File: src/rtl/tmerb_pkg.sv
// ----------------------------------------------------------------------------
// tmerb_pkg: shared types and constants
// Widths, result codes, message bytes and the command and result records
// used by the timed note-event release buffer.
// ----------------------------------------------------------------------------
package tmerb_pkg;

   localparam int DEPTH_DEFAULT = 32;

   localparam int TIME_W   = 40;
   localparam int MS_W     = 30;
   localparam int KEY_W    = 7;
   localparam int VEL_W    = 7;
   localparam int FILL_W   = 7;
   localparam int STATUS_W = 8;
   localparam int KIND_W   = 2;

   localparam logic [VEL_W-1:0]    VELOCITY_RESET  = 7'd80;
   localparam logic [STATUS_W-1:0] STATUS_NOTE_ON  = 8'h90;
   localparam logic [STATUS_W-1:0] STATUS_NOTE_OFF = 8'h80;
   localparam logic [TIME_W-1:0]   US_PER_MS       = 40'd1000;

   // command queue between front and back
   localparam int QUEUE_DEPTH = 2;

   // configuration port
   localparam int CSR_ADDR_W = 3;
   localparam int CSR_DATA_W = 32;
   localparam logic CSR_REG_VELOCITY = 1'b0;

   typedef enum logic [KIND_W-1:0] {
      KIND_RELEASED = 2'd0,
      KIND_ACCEPTED = 2'd1,
      KIND_REFUSED  = 2'd2,
      KIND_NONE     = 2'd3
   } kind_type;

   typedef enum logic {
      REQ_INSERT = 1'b0,
      REQ_TICK   = 1'b1
   } req_kind_type;

   typedef struct packed {
      req_kind_type      op;
      logic              note_on;
      logic [KEY_W-1:0]  key;
      logic [TIME_W-1:0] time_us;
   } cmd_type;

   typedef struct packed {
      kind_type            kind;
      logic [STATUS_W-1:0] status_byte;
      logic [KEY_W-1:0]    note_key;
      logic [VEL_W-1:0]    note_velocity;
      logic [TIME_W-1:0]   release_time_us;
      logic [FILL_W-1:0]   fill_count;
      logic                last;
   } rsp_payload_type;

endpackage

File: src/rtl/tmerb_if.sv
// ----------------------------------------------------------------------------
// tmerb channel interfaces
// Valid/ready request and result channels of the note-event release buffer.
// ----------------------------------------------------------------------------
interface tmerb_req_if;
   import tmerb_pkg::*;

   logic              valid;
   logic              ready;
   logic              req_type;
   logic              note_on;
   logic [KEY_W-1:0]  key;
   logic [MS_W-1:0]   event_time_ms;
   logic [TIME_W-1:0] current_time_us;

   modport source (output valid, req_type, note_on, key, event_time_ms, current_time_us,
                   input ready);
   modport sink (input valid, req_type, note_on, key, event_time_ms, current_time_us,
                 output ready);
   modport monitor (input valid, ready, req_type, note_on, key, event_time_ms,
                    current_time_us);
endinterface

interface tmerb_rsp_if;
   import tmerb_pkg::*;

   logic                valid;
   logic                ready;
   logic [KIND_W-1:0]   kind;
   logic [STATUS_W-1:0] status_byte;
   logic [KEY_W-1:0]    note_key;
   logic [VEL_W-1:0]    note_velocity;
   logic [TIME_W-1:0]   release_time_us;
   logic [FILL_W-1:0]   fill_count;
   logic                last;

   modport source (output valid, kind, status_byte, note_key, note_velocity,
                   release_time_us, fill_count, last, input ready);
   modport sink (input valid, kind, status_byte, note_key, note_velocity,
                 release_time_us, fill_count, last, output ready);
   modport monitor (input valid, ready, kind, status_byte, note_key, note_velocity,
                    release_time_us, fill_count, last);
endinterface

File: src/rtl/tmerb_front.sv
// ----------------------------------------------------------------------------
// tmerb_front: request intake
// Accepts requests, classifies them as insert or tick and scales insert times
// from milliseconds to microseconds into one registered command.
// ----------------------------------------------------------------------------
module tmerb_front (
   input  logic               clock,
   input  logic               reset,
   tmerb_req_if.sink          req_ch,
   output logic               cmd_valid,
   output tmerb_pkg::cmd_type cmd,
   input  logic               cmd_ready
);
   import tmerb_pkg::*;

   logic    cmd_v_ff, cmd_v_in;
   cmd_type cmd_ff, cmd_in;
   logic    accept;

   assign req_ch.ready = !cmd_v_ff || cmd_ready;
   assign accept       = req_ch.valid && req_ch.ready;

   always_comb begin
      cmd_v_in = cmd_v_ff;
      cmd_in   = cmd_ff;
      if (cmd_v_ff && cmd_ready) begin
         cmd_v_in = 1'b0;
      end
      if (accept) begin
         cmd_v_in = 1'b1;
         if (req_ch.req_type == REQ_TICK) begin
            cmd_in.op      = REQ_TICK;
            cmd_in.note_on = 1'b0;
            cmd_in.key     = '0;
            cmd_in.time_us = req_ch.current_time_us;
         end else begin
            cmd_in.op      = REQ_INSERT;
            cmd_in.note_on = req_ch.note_on;
            cmd_in.key     = req_ch.key;
            cmd_in.time_us = TIME_W'(req_ch.event_time_ms) * US_PER_MS;
         end
      end
   end

   always_ff @(posedge clock) begin
      if (reset) begin
         cmd_v_ff <= 1'b0;
      end else begin
         cmd_v_ff <= cmd_v_in;
      end
      cmd_ff <= cmd_in;
   end

   assign cmd_valid = cmd_v_ff;
   assign cmd       = cmd_ff;

endmodule

File: src/rtl/tmerb_cmd_queue.sv
// ----------------------------------------------------------------------------
// tmerb_cmd_queue: command queue
// Short first-in first-out queue that decouples intake from the slot engine.
// ----------------------------------------------------------------------------
module tmerb_cmd_queue (
   input  logic               clock,
   input  logic               reset,
   input  logic               push_valid,
   input  tmerb_pkg::cmd_type push_data,
   output logic               push_ready,
   output logic               pop_valid,
   output tmerb_pkg::cmd_type pop_data,
   input  logic               pop_ready
);
   import tmerb_pkg::*;

   localparam int PtrW = (QUEUE_DEPTH > 1) ? $clog2(QUEUE_DEPTH) : 1;
   localparam int CntW = $clog2(QUEUE_DEPTH + 1);

   cmd_type          entry_ff [QUEUE_DEPTH];
   logic [PtrW-1:0]  wr_ptr_ff, wr_ptr_in;
   logic [PtrW-1:0]  rd_ptr_ff, rd_ptr_in;
   logic [CntW-1:0]  count_ff, count_in;
   logic             do_push, do_pop;

   assign push_ready = (count_ff != CntW'(QUEUE_DEPTH));
   assign pop_valid  = (count_ff != '0);
   assign pop_data   = entry_ff[rd_ptr_ff];
   assign do_push    = push_valid && push_ready;
   assign do_pop     = pop_valid && pop_ready;

   always_comb begin
      wr_ptr_in = wr_ptr_ff;
      rd_ptr_in = rd_ptr_ff;
      count_in  = count_ff;
      if (do_push) begin
         wr_ptr_in = (wr_ptr_ff == PtrW'(QUEUE_DEPTH - 1)) ? '0 : wr_ptr_ff + 1'b1;
      end
      if (do_pop) begin
         rd_ptr_in = (rd_ptr_ff == PtrW'(QUEUE_DEPTH - 1)) ? '0 : rd_ptr_ff + 1'b1;
      end
      if (do_push && !do_pop) begin
         count_in = count_ff + 1'b1;
      end else if (!do_push && do_pop) begin
         count_in = count_ff - 1'b1;
      end
   end

   always_ff @(posedge clock) begin
      if (reset) begin
         wr_ptr_ff <= '0;
         rd_ptr_ff <= '0;
         count_ff  <= '0;
      end else begin
         wr_ptr_ff <= wr_ptr_in;
         rd_ptr_ff <= rd_ptr_in;
         count_ff  <= count_in;
      end
      if (do_push) begin
         entry_ff[wr_ptr_ff] <= push_data;
      end
   end

endmodule

File: src/rtl/tmerb_engine.sv
// ----------------------------------------------------------------------------
// tmerb_engine: slot engine
// Stores inserted events in a slot memory and, on a tick, walks the held slots
// in order, releasing due events and compacting the rest forward.
// ----------------------------------------------------------------------------
module tmerb_engine #(
   parameter int DEPTH = tmerb_pkg::DEPTH_DEFAULT
) (
   input  logic                        clock,
   input  logic                        reset,
   input  logic                        cmd_valid,
   input  tmerb_pkg::cmd_type          cmd,
   output logic                        cmd_pop,
   input  logic [tmerb_pkg::VEL_W-1:0] velocity,
   tmerb_rsp_if.source                 rsp_ch
);
   import tmerb_pkg::*;

   localparam int IdxW = $clog2(DEPTH);
   localparam int CntW = $clog2(DEPTH + 1);

   typedef struct packed {
      logic [TIME_W-1:0] time_us;
      logic [KEY_W-1:0]  key;
      logic              note_on;
   } slot_type;

   typedef enum logic {
      ST_IDLE,
      ST_SCAN
   } state_type;

   slot_type mem [DEPTH];

   state_type         state_ff, state_in;
   logic [CntW-1:0]   held_ff, held_in;
   logic [CntW-1:0]   fetch_ff, fetch_in;
   logic [CntW-1:0]   wr_ff, wr_in;
   logic [CntW-1:0]   nrel_ff, nrel_in;
   logic              dv_ff, dv_in;
   slot_type          rdata_ff;
   logic [TIME_W-1:0] now_ff, now_in;
   logic              pend_v_ff, pend_v_in;
   rsp_payload_type   pend_ff, pend_in;
   logic              out_v_ff, out_v_in;
   rsp_payload_type   out_ff, out_in;

   logic              mem_we;
   logic [IdxW-1:0]   mem_waddr;
   slot_type          mem_wdata;
   logic              rd_en;
   logic              out_can_load;
   logic              consume;

   assign out_can_load = !out_v_ff || rsp_ch.ready;

   function automatic rsp_payload_type plain_result(kind_type k, logic [CntW-1:0] fill);
      rsp_payload_type r;
      r                 = '0;
      r.kind            = k;
      r.fill_count      = FILL_W'(fill);
      r.last            = 1'b1;
      return r;
   endfunction

   always_comb begin
      state_in  = state_ff;
      held_in   = held_ff;
      fetch_in  = fetch_ff;
      wr_in     = wr_ff;
      nrel_in   = nrel_ff;
      dv_in     = dv_ff;
      now_in    = now_ff;
      pend_v_in = pend_v_ff;
      pend_in   = pend_ff;
      out_v_in  = out_v_ff;
      out_in    = out_ff;
      cmd_pop   = 1'b0;
      mem_we    = 1'b0;
      mem_waddr = held_ff[IdxW-1:0];
      mem_wdata = '0;
      rd_en     = 1'b0;
      consume   = 1'b0;

      if (out_v_ff && rsp_ch.ready) begin
         out_v_in = 1'b0;
      end

      case (state_ff)
         ST_IDLE: begin
            if (cmd_valid) begin
               if (cmd.op == REQ_TICK) begin
                  cmd_pop   = 1'b1;
                  now_in    = cmd.time_us;
                  fetch_in  = '0;
                  wr_in     = '0;
                  nrel_in   = '0;
                  dv_in     = 1'b0;
                  pend_v_in = 1'b0;
                  state_in  = ST_SCAN;
               end else if (out_can_load) begin
                  cmd_pop  = 1'b1;
                  out_v_in = 1'b1;
                  if (held_ff == CntW'(DEPTH)) begin
                     out_in = plain_result(KIND_REFUSED, held_ff);
                  end else begin
                     mem_we            = 1'b1;
                     mem_waddr         = held_ff[IdxW-1:0];
                     mem_wdata.time_us = cmd.time_us;
                     mem_wdata.key     = cmd.key;
                     mem_wdata.note_on = cmd.note_on;
                     held_in           = held_ff + 1'b1;
                     out_in            = plain_result(KIND_ACCEPTED, held_ff + 1'b1);
                  end
               end
            end
         end
         ST_SCAN: begin
            if (dv_ff) begin
               if (rdata_ff.time_us <= now_ff) begin
                  // previous release goes out once this one proves it was not last
                  if (!pend_v_ff || out_can_load) begin
                     consume = 1'b1;
                     if (pend_v_ff) begin
                        out_v_in = 1'b1;
                        out_in   = pend_ff;
                     end
                     pend_v_in               = 1'b1;
                     pend_in.kind            = KIND_RELEASED;
                     pend_in.status_byte     = rdata_ff.note_on ? STATUS_NOTE_ON
                                                                : STATUS_NOTE_OFF;
                     pend_in.note_key        = rdata_ff.key;
                     pend_in.note_velocity   = velocity;
                     pend_in.release_time_us = rdata_ff.time_us;
                     pend_in.fill_count      = FILL_W'(held_ff - nrel_ff - 1'b1);
                     pend_in.last            = 1'b0;
                     nrel_in                 = nrel_ff + 1'b1;
                  end
               end else begin
                  consume   = 1'b1;
                  mem_we    = 1'b1;
                  mem_waddr = wr_ff[IdxW-1:0];
                  mem_wdata = rdata_ff;
                  wr_in     = wr_ff + 1'b1;
               end
            end
            if (!dv_ff || consume) begin
               if (fetch_ff < held_ff) begin
                  rd_en    = 1'b1;
                  dv_in    = 1'b1;
                  fetch_in = fetch_ff + 1'b1;
               end else begin
                  dv_in = 1'b0;
               end
            end
            if (!dv_ff && !(fetch_ff < held_ff) && out_can_load) begin
               out_v_in = 1'b1;
               if (pend_v_ff) begin
                  out_in      = pend_ff;
                  out_in.last = 1'b1;
               end else begin
                  out_in = plain_result(KIND_NONE, wr_ff);
               end
               pend_v_in = 1'b0;
               held_in   = wr_ff;
               state_in  = ST_IDLE;
            end
         end
         default: begin
            state_in = ST_IDLE;
         end
      endcase
   end

   always_ff @(posedge clock) begin
      if (reset) begin
         state_ff  <= ST_IDLE;
         held_ff   <= '0;
         dv_ff     <= 1'b0;
         pend_v_ff <= 1'b0;
         out_v_ff  <= 1'b0;
      end else begin
         state_ff  <= state_in;
         held_ff   <= held_in;
         dv_ff     <= dv_in;
         pend_v_ff <= pend_v_in;
         out_v_ff  <= out_v_in;
      end
      fetch_ff <= fetch_in;
      wr_ff    <= wr_in;
      nrel_ff  <= nrel_in;
      now_ff   <= now_in;
      pend_ff  <= pend_in;
      out_ff   <= out_in;
   end

   // slot memory: one write and one registered read per cycle
   always_ff @(posedge clock) begin
      if (mem_we) begin
         mem[mem_waddr] <= mem_wdata;
      end
      if (rd_en) begin
         rdata_ff <= mem[fetch_ff[IdxW-1:0]];
      end
   end

   assign rsp_ch.valid           = out_v_ff;
   assign rsp_ch.kind            = out_ff.kind;
   assign rsp_ch.status_byte     = out_ff.status_byte;
   assign rsp_ch.note_key        = out_ff.note_key;
   assign rsp_ch.note_velocity   = out_ff.note_velocity;
   assign rsp_ch.release_time_us = out_ff.release_time_us;
   assign rsp_ch.fill_count      = out_ff.fill_count;
   assign rsp_ch.last            = out_ff.last;

endmodule

File: src/rtl/timed_midi_event_release_buffer.sv
// ----------------------------------------------------------------------------
// timed_midi_event_release_buffer: timed note-event release buffer
// Holds up to DEPTH timestamped note events and releases due ones on ticks.
// ----------------------------------------------------------------------------
// An insert request stores a note event (time scaled to microseconds) and is
// answered with one accepted or refused-full result; it passes intake and the
// command queue on its way to the slot engine. A tick request walks the held
// slots through the slot memory, one slot read and one slot write per cycle
// unless the result channel stalls; each due event gives one note message
// result, and a tick with nothing due gives one result. The slot memory needs
// no clearing after reset. The velocity register sits at byte address 0 and
// must only be written while the block is idle.
module timed_midi_event_release_buffer #(
   parameter int DEPTH = tmerb_pkg::DEPTH_DEFAULT
) (
   input  logic                             clock,
   input  logic                             reset,
   tmerb_req_if.sink                        req_ch,
   tmerb_rsp_if.source                      rsp_ch,
   input  logic                             csr_psel,
   input  logic                             csr_penable,
   input  logic                             csr_pwrite,
   input  logic [tmerb_pkg::CSR_ADDR_W-1:0] csr_paddr,
   input  logic [tmerb_pkg::CSR_DATA_W-1:0] csr_pwdata,
   output logic [tmerb_pkg::CSR_DATA_W-1:0] csr_prdata,
   output logic                             csr_pready
);
   import tmerb_pkg::*;

   logic             front_valid;
   cmd_type          front_cmd;
   logic             front_ready;
   logic             queue_valid;
   cmd_type          queue_cmd;
   logic             queue_pop;
   logic [VEL_W-1:0] velocity_ff, velocity_in;
   logic             csr_hit;

   assign csr_pready = 1'b1;
   assign csr_hit    = (csr_paddr[CSR_ADDR_W-1] == CSR_REG_VELOCITY);
   assign csr_prdata = csr_hit ? CSR_DATA_W'(velocity_ff) : '0;

   always_comb begin
      velocity_in = velocity_ff;
      if (csr_psel && csr_penable && csr_pwrite && csr_pready && csr_hit) begin
         velocity_in = csr_pwdata[VEL_W-1:0];
      end
   end

   always_ff @(posedge clock) begin
      if (reset) begin
         velocity_ff <= VELOCITY_RESET;
      end else begin
         velocity_ff <= velocity_in;
      end
   end

   tmerb_front u_front (
      .clock     (clock),
      .reset     (reset),
      .req_ch    (req_ch),
      .cmd_valid (front_valid),
      .cmd       (front_cmd),
      .cmd_ready (front_ready)
   );

   tmerb_cmd_queue u_queue (
      .clock      (clock),
      .reset      (reset),
      .push_valid (front_valid),
      .push_data  (front_cmd),
      .push_ready (front_ready),
      .pop_valid  (queue_valid),
      .pop_data   (queue_cmd),
      .pop_ready  (queue_pop)
   );

   tmerb_engine #(
      .DEPTH (DEPTH)
   ) u_engine (
      .clock     (clock),
      .reset     (reset),
      .cmd_valid (queue_valid),
      .cmd       (queue_cmd),
      .cmd_pop   (queue_pop),
      .velocity  (velocity_ff),
      .rsp_ch    (rsp_ch)
   );

endmodule

File: src/flat_wrapper.sv
// flat-port wrapper written by rule: the top's interface ports become plain ports
module timed_midi_event_release_buffer_flat import tmerb_pkg::*;
#(
   parameter int DEPTH = tmerb_pkg::DEPTH_DEFAULT
)
  (clock, reset, csr_psel, csr_penable, csr_pwrite, csr_paddr, csr_pwdata, csr_prdata, csr_pready, req_ch_valid, req_ch_req_type, req_ch_note_on, req_ch_key, req_ch_event_time_ms, req_ch_current_time_us, req_ch_ready, rsp_ch_valid, rsp_ch_kind, rsp_ch_status_byte, rsp_ch_note_key, rsp_ch_note_velocity, rsp_ch_release_time_us, rsp_ch_fill_count, rsp_ch_last, rsp_ch_ready);
  tmerb_req_if req_ch_i ();
  tmerb_rsp_if rsp_ch_i ();
  input  logic clock;
  input  logic reset;
  input  logic csr_psel;
  input  logic csr_penable;
  input  logic csr_pwrite;
  input  logic [tmerb_pkg::CSR_ADDR_W-1:0] csr_paddr;
  input  logic [tmerb_pkg::CSR_DATA_W-1:0] csr_pwdata;
  output logic [tmerb_pkg::CSR_DATA_W-1:0] csr_prdata;
  output logic csr_pready;
  input wire logic [$bits(req_ch_i.valid)-1:0] req_ch_valid;
  input wire logic [$bits(req_ch_i.req_type)-1:0] req_ch_req_type;
  input wire logic [$bits(req_ch_i.note_on)-1:0] req_ch_note_on;
  input wire logic [$bits(req_ch_i.key)-1:0] req_ch_key;
  input wire logic [$bits(req_ch_i.event_time_ms)-1:0] req_ch_event_time_ms;
  input wire logic [$bits(req_ch_i.current_time_us)-1:0] req_ch_current_time_us;
  output wire logic [$bits(req_ch_i.ready)-1:0] req_ch_ready;
  output wire logic [$bits(rsp_ch_i.valid)-1:0] rsp_ch_valid;
  output wire logic [$bits(rsp_ch_i.kind)-1:0] rsp_ch_kind;
  output wire logic [$bits(rsp_ch_i.status_byte)-1:0] rsp_ch_status_byte;
  output wire logic [$bits(rsp_ch_i.note_key)-1:0] rsp_ch_note_key;
  output wire logic [$bits(rsp_ch_i.note_velocity)-1:0] rsp_ch_note_velocity;
  output wire logic [$bits(rsp_ch_i.release_time_us)-1:0] rsp_ch_release_time_us;
  output wire logic [$bits(rsp_ch_i.fill_count)-1:0] rsp_ch_fill_count;
  output wire logic [$bits(rsp_ch_i.last)-1:0] rsp_ch_last;
  input wire logic [$bits(rsp_ch_i.ready)-1:0] rsp_ch_ready;
  assign req_ch_i.valid = req_ch_valid;
  assign req_ch_i.req_type = req_ch_req_type;
  assign req_ch_i.note_on = req_ch_note_on;
  assign req_ch_i.key = req_ch_key;
  assign req_ch_i.event_time_ms = req_ch_event_time_ms;
  assign req_ch_i.current_time_us = req_ch_current_time_us;
  assign req_ch_ready = req_ch_i.ready;
  assign rsp_ch_valid = rsp_ch_i.valid;
  assign rsp_ch_kind = rsp_ch_i.kind;
  assign rsp_ch_status_byte = rsp_ch_i.status_byte;
  assign rsp_ch_note_key = rsp_ch_i.note_key;
  assign rsp_ch_note_velocity = rsp_ch_i.note_velocity;
  assign rsp_ch_release_time_us = rsp_ch_i.release_time_us;
  assign rsp_ch_fill_count = rsp_ch_i.fill_count;
  assign rsp_ch_last = rsp_ch_i.last;
  assign rsp_ch_i.ready = rsp_ch_ready;
  timed_midi_event_release_buffer #(.DEPTH(DEPTH)) u_core (.clock(clock), .reset(reset), .req_ch(req_ch_i), .rsp_ch(rsp_ch_i), .csr_psel(csr_psel), .csr_penable(csr_penable), .csr_pwrite(csr_pwrite), .csr_paddr(csr_paddr), .csr_pwdata(csr_pwdata), .csr_prdata(csr_prdata), .csr_pready(csr_pready));
endmodule
File: config.mk
export PLATFORM = sky130hd
export DESIGN_NAME = timed_midi_event_release_buffer_flat
export DESIGN_NICKNAME = d
export VERILOG_FILES = /design/src/rtl/tmerb_pkg.sv /design/src/rtl/tmerb_if.sv /design/src/rtl/tmerb_front.sv /design/src/rtl/tmerb_cmd_queue.sv /design/src/rtl/tmerb_engine.sv /design/src/rtl/timed_midi_event_release_buffer.sv /design/src/flat_wrapper.sv
export SDC_FILE = /design/constraint.sdc
export NUM_CORES = 2
export LEC_CHECK = 0
export ABC_AREA = 1
export BUFFER_PORTS_ARGS = -buffer_cell sky130_fd_sc_hd__clkbuf_2
export CORE_UTILIZATION = 45
export DETAILED_ROUTE_END_ITERATION = 16
export PLACE_DENSITY = 0.63
export SYNTH_ARGS = -nofsm -noshare
export SYNTH_HDL_FRONTEND = slang
export SYNTH_HIERARCHICAL = 1
export SYNTH_SLANG_ARGS = --single-unit
File: constraint.sdc
create_clock -name clock -period 5 [get_ports clock]
set_clock_uncertainty 0.1 [all_clocks]
set_input_delay 1 -clock clock [delete_from_list [all_inputs] [get_ports clock]]
set_output_delay 1 -clock clock [all_outputs]
set_load 0.02 [all_outputs]
; ---- Word-level counts from Yosys, hierarchy flattened
; Memories as Yosys holds them, arrays and structs flattened. A register that Yosys moved wholly into a read port is not among the register bits.
; Cells that the tools add are included.
[op_classes]
addsub = 10
multipliers = 1
div = 0
n_lt_le_gt_ge = 2
eq_ne = 18
shift = 0
n_mux = 95
bitwise = 2
reduce_logical = 34
[ops]
columns = operator, count
row1 = $mux W72, 10
row2 = $mux W48, 6
row3 = $pmux W72 S2, 1
row4 = $pmux W48 S2, 1
row5 = $mux W6, 14
row6 = $mux W49, 1
row7 = $pmux W6 S2, 4
row8 = $mux W1, 46
row9 = $le A40 B40 Y1, 1
row10 = $mul A30 B7 Y37 const B, 1
row11 = $add A6 B1 Y6 const B, 4
row12 = $ne A2 B1 Y1 const B, 8
row13 = $mux W5, 3
row14 = $reduce_and A5 Y1, 3
row15 = $ne A3 B1 Y1 const B, 4
row16 = $reduce_and A4 Y1, 3
row17 = $logic_and A1 B1 Y1, 11
row18 = $ne A2 B2 Y1 const B, 5
row19 = $pmux W1 S2, 5
row20 = $pmux W5 S2, 1
row21 = $logic_not A1 Y1, 7
row22 = $mux W7, 1
row23 = $reduce_and A7 Y1, 1
row24 = $sub A6 B6 Y7, 1
row25 = 11 further kinds, 20
[totals]
regBits = 270
latchBits = 0
ramBits = 1634
romBits = 0
input_bits = 121
output_inout_bits = 107
elab_cells = 195
memories = 2
[memory_table]
columns = memory, depth, word_bits, read_ports, rd_ports_with_merged_regs, write_ports, line
row1 = u_core.u_engine.mem, 32, 48, 1, 1, 1, tmerb_engine.sv:33  ; slot_type mem [DEPTH];
row2 = u_core.u_queue.entry_ff, 2, 49, 1, 1, 1, tmerb_cmd_queue.sv:20  ; cmd_type entry_ff [QUEUE_DEPTH];

; ---- Depth between registers and ports, before layout
[depth]
ltp_word = 10
ltp_mapped = 20
mapped_depth_nobuf = 20

; ---- Cells and area by module
; Netlist, hierarchy kept.
[modules_own_cells]
columns = mod, n_inst, cells_per_inst, area_each_um2, seq_area_each_um2
row1 = tmerb_engine, 1, 5295, 70452.6, 53351.2
row2 = tmerb_front, 1, 952, 7681.1, 1491.4
row3 = tmerb_cmd_queue, 1, 189, 3819.9, 3042.9
row4 = timed_midi_event_release_buffer, 1, 90, 619.3, 140.1

; ---- Worst setup path before layout
; No wires, ideal clock.
[synth_path]
path_type = input -> register
start = input port req_ch_event_time_ms[22]
end = register u_core.u_front.cmd_ff (netlist bit u_core/u_front/cmd[37]), data pin
setup_ns = 0.253
arrival_time_ns = 4.340
setup_slack_ns = 0.307
cell_stages = 17
path_buffers = 0
path_cell_list = inv_1 > fa_1 > fa_1 > inv_1 > fa_1 > inv_1 > fa_1 > inv_1 > ha_1 > a21oi_1 > nor2_1 > o21ai_0 > nand2_1 > a21oi_1 > nand3_1 > nand3_1 > nand2_1
[synth_between]
elab_chain_cells = 2
[synth_lines]
columns = item, line
row1 = start: declaration, flat_wrapper.sv:22  ; input wire logic [$bits(req_ch_i.event_time_ms)-1:0] req_ch_event_time_ms;
row2 = $mul A30 B7 Y37, tmerb_front.sv:40  ; cmd_in.time_us = TIME_W'(req_ch.event_time_ms) * US_PER_MS;
row3 = $mux W49, tmerb_front.sv:31  ; if (req_ch.req_type == REQ_TICK) begin
row4 = end signal: assignment, tmerb_front.sv:51  ; cmd_ff <= cmd_in;
row5 = end: declaration, tmerb_front.sv:17  ; cmd_type cmd_ff, cmd_in;
; No other way between the ends.
; A chain may end at the register's enable or synchronous reset.

; ---- Worst setup path in the final report
[layout_path]
start = register u_core/u_engine/rdata_ff[36] (netlist name)
end = memory u_core/u_engine/mem[16][27] (netlist bit), enable pin
[layout_between]
elab_chain_cells = 6
elab_cells_between_ends = 9
cone_classes = order compare (1) / mux (8)
[layout_lines]
columns = item, line
row1 = $le A40 B40 Y1 (*), tmerb_engine.sv:120  ; if (rdata_ff.time_us <= now_ff) begin
row2 = $mux W1, tmerb_engine.sv:120
row3 = $mux W1, tmerb_engine.sv:119  ; if (dv_ff) begin
row4 = $pmux W1 S2, tmerb_engine.sv:89  ; case (state_ff)
row5 = $mux W1, tmerb_engine.sv:199  ; if (mem_we) begin
row6 = $mux W1 (implied by the code), tmerb_engine.sv:200  ; mem[mem_waddr] <= mem_wdata;
row7 = end: declaration, tmerb_engine.sv:33
; Every way passes the cells marked *; elsewhere a longest branch is shown, timed or not.

==> metrics.csv <==
metric,value,unit
vias_per_cell,5.750,
cts_max_level,4,
period_share,0.9006,
ys_types,57,
setup_violations,0,
status,"finished, final reports clean",
cts_resized,0,
clk_latency,0.83,ns
die_h,430.4,um
worstSetupEndpointType,flop,
arrival,4.91,ns
die_area,0.1852,mm2
first_global_vias,51470,
place_congestion,0.8720,
switching_share,0.3495,
p_per_area,535.2,mW/mm2
dr.pass1.iters,9,
grt_setup_unrepaired,no,
drv_cap,0,
p_switching,17.52,mW
p_comb_frac,0.321,
critical_path_buf_inv_count,1,
cpPeakStageDelay,0.61,ns
syn_area_per_cell,12.65,um2
wire_per_inst,24.08,um
timing.hold.ws,0.2861,ns
fin_area,0.09365,mm2
grt_overflow,0,
drc,0,
track_usage,0.2394,
finalMaxSlewViolations,0,
rows,156,
power,50.12,mW
cts_tree,yes,
antenna_left,0,
worst_pin_slew,1.294,ns
dp_cells,8972,
cts-hold-fix-buffers,0,
port_buffers,168,
area_delta_synth_final,13.42,%
grt_max_degree,191,
p_clk_frac,0.268,
seqPwrFrac,0.412,
setup.worst_path.class,flop to flop,
postSynthCellCount,6526,
synth_area_leaders,"edfxtp_1, o21ai_0, nor2_1, fa_1, nand2_1",
hold_path.class,input port to flop,
slew_headroom,0.1371,
place_hpwl,126.4,mm
antenna_found_initial,4,
synth_edf_count,1917,
leakage,33.40,nW
setup_tns,0,ns
layout-drive-gt1-share,0.1273,
core_area,0.1815,mm2
ir_worst_vdd,0.3770,mV
async_reset_ff_frac,0,
p_int,32.60,mW
drt_iter0_markers,6324,
drt-total-wl,224.1,mm
fmaxAchievable,222.1,MHz
ioPinCount,228,
hold_viol,0,
cts_sinks,1940,
synth_area,0.08257,mm2
synth_ff_type,edfxtp_1,
ys_warn_count,6,
cpMaxStageDelayCell,nor2_4,
dpl_cell_area,0.08793,mm2
final_cells,9309,
crit_chain,"ha_1, nand2_1, nor2_2, nand2_1, nor2_1, nand2_1, nor2_1, nor2_1, nand2_2, nand4_4, o21ai_1, nand3_2, nor2_4, buf_4",
crit_required,5.41,ns
yosysTopAreaCell,edfxtp_1,
cts_root_buf,clkbuf_16,
crit_path_start_kind,flop,
ys_seq_area_frac,0.7027,
die_w,430.4,um
initial_core_util,0.4549,
ys_ff_latch,1940,
synth_top_cell_area_share,0.6971,
clk_pin_slew,0.06,ns
critPathMaxFanout,19,
clock_path_buffers,3,
dr_total_vias,53520,
grt_pass1_wl,330.6,mm
cts_made_buffers,185,
postCtsSetupBuffers,0,
layout_min_cycle_time,4.503,ns
path_delay_family,simple AND/OR/NAND/NOR gates,
layout.nets,7159,
-- worst paths after layout --
kind / from / to / slack (ns) / cells after the start
setup reg to reg: u_core/u_engine/rdata_ff[36] / u_core/u_engine/mem[16][27] / 0.50 / 14
hold reg to reg: u_core/u_front/cmd[26] / u_core/u_queue/entry_ff[0][26] / 0.34 / 0
hold / removal: csr_pwdata[6] / u_core/velocity_ff[6] / 0.29 / 3
setup / recovery: u_core/u_engine/rdata_ff[36] / u_core/u_engine/mem[16][27] / 0.50 / 14
-- cells in the final DEF (no fill, tap or decap), types with 10 or more instances in the layout --
cell type	instances
a21oi_1	74
buf_12	52
buf_4	218
bufinv_16	10
clkbuf_1	43
clkbuf_16	189
clkbuf_2	168
clkinv_1	46
clkinv_2	33
conb_1	32
dfxtp_1	21
edfxtp_1	1917
fa_1	111
ha_1	138
inv_1	522
mux2_2	39
mux2_4	10
nand2_1	551
nand2_2	15
nand3_1	225
nand3_2	13
nand4_1	63
nor2_1	935
nor2_2	12
nor2_4	38
nor3_1	21
o211ai_1	41
o21ai_0	837
o21ai_1	46
o21ai_2	41
o221ai_1	154
o22ai_1	230
-- cell usage after synthesis, types with 39 or more instances --
cell type / n
edfxtp_1: 1917
nor2_1: 971
o21ai_0: 878
nand2_1: 552
inv_1: 526
clkbuf_1: 267
o22ai_1: 231
nand3_1: 225
o221ai_1: 154
ha_1: 138
fa_1: 111
a21oi_1: 75
nand4_1: 63
buf_2: 51
o21ai_1: 43
o211ai_1: 41
buf_4: 40
mux2_2: 39
-- stage by stage --
step / utilization / worst slack [ns]
floorplan: - / 0.3074
global placement: 0.4844 / -0.2072
detailed placement: 0.4844 / -0.2119
CTS: 0.5159 / 0.5592
global route: 0.5159 / 0.3501
finish: 0.5159 / 0.4969
-- metal layers --
layer / global-route usage / vias up / wire, um
met5: 0 / - / 13
met1: 0.3289 / 26940 / 92390
met4: 0.08144 / 2 / 7023
met2: 0.3919 / 2237 / 107600
li1: - / 23980 / -
met3: 0.03404 / 361 / 17100
-- cell type report --
type | instances | area [um2]
Multi-Input combinational cell | 3688 | 21370
Inverter | 536 | 2041
Clock inverter | 100 | 778.2
Clock buffer | 236 | 4946
Antenna cell | 1 | 2.502
Fill cell | 15380 | 87870
Sequential cell | 1940 | 58030
Tap cell | 2370 | 2965
Timing Repair Buffer | 438 | 3518
-- flip-flops by register name, summed over array words and instances, names as in the netlist, 7 cells and up, named ones only --
signal	count
u_core/u_engine/mem	1536
u_core/u_engine/pend_ff	62
u_core/u_engine/rsp_ch.fill_count	7
u_core/u_engine/now_ff	40
u_core/velocity_ff	7
u_core/u_engine/rsp_ch.note_velocity	7
u_core/u_engine/rsp_ch.note_key	7
u_core/u_queue/entry_ff	98
u_core/u_front/cmd	49
u_core/u_engine/rsp_ch.release_time_us	40
u_core/u_engine/rdata_ff	48
-- power by group through the flow --
| stage | Clock (mW) | Sequential (mW) | Combinational (mW) |
|---|---|---|---|
| after global routing | 14.2 | 20.7 | 17.6 |
| after detailed placement | 0 | 21.0 | 15.9 |
| final | 13.4 | 20.6 | 16.1 |
| after CTS | 13.6 | 20.6 | 16.0 |
| after global placement | 0 | 20.9 | 15.7 |
| after floorplan | 0 | 21.2 | 9.61 |
-- worst reg2reg max path: cells and delay by family, from the launching register on --
kind | cells | cell delay (ns)
compound gates | 1 | 0.39
fa+ha+maj | 1 | 0.34
buf+inv | 1 | 0.32
flops | 1 | 0.52
simple gates | 11 | 2.50
-- logic make-up (layout without fill, tap and decap cells) --
| logic type | after synthesis | in the layout | share of synthesized area |
|---|---|---|---|
| AO/OA/AOI/OAI | 1451 | 1451 | 0.1008 |
| XOR/XNOR | 15 | 15 | 0.001591 |
| adder cells (fa/ha/maj) | 249 | 249 | 0.04782 |
| buffers and inverters | 927 | 1310 | 0.04517 |
| flip-flops | 1940 | 1940 | 0.7027 |
| multiplexers | 49 | 49 | 0.007137 |
| other | 3 | 33 | 0.0001364 |
| AND/OR/NAND/NOR | 1892 | 1892 | 0.09466 |
No activity file was read; power rests on OpenSTA's default activity.
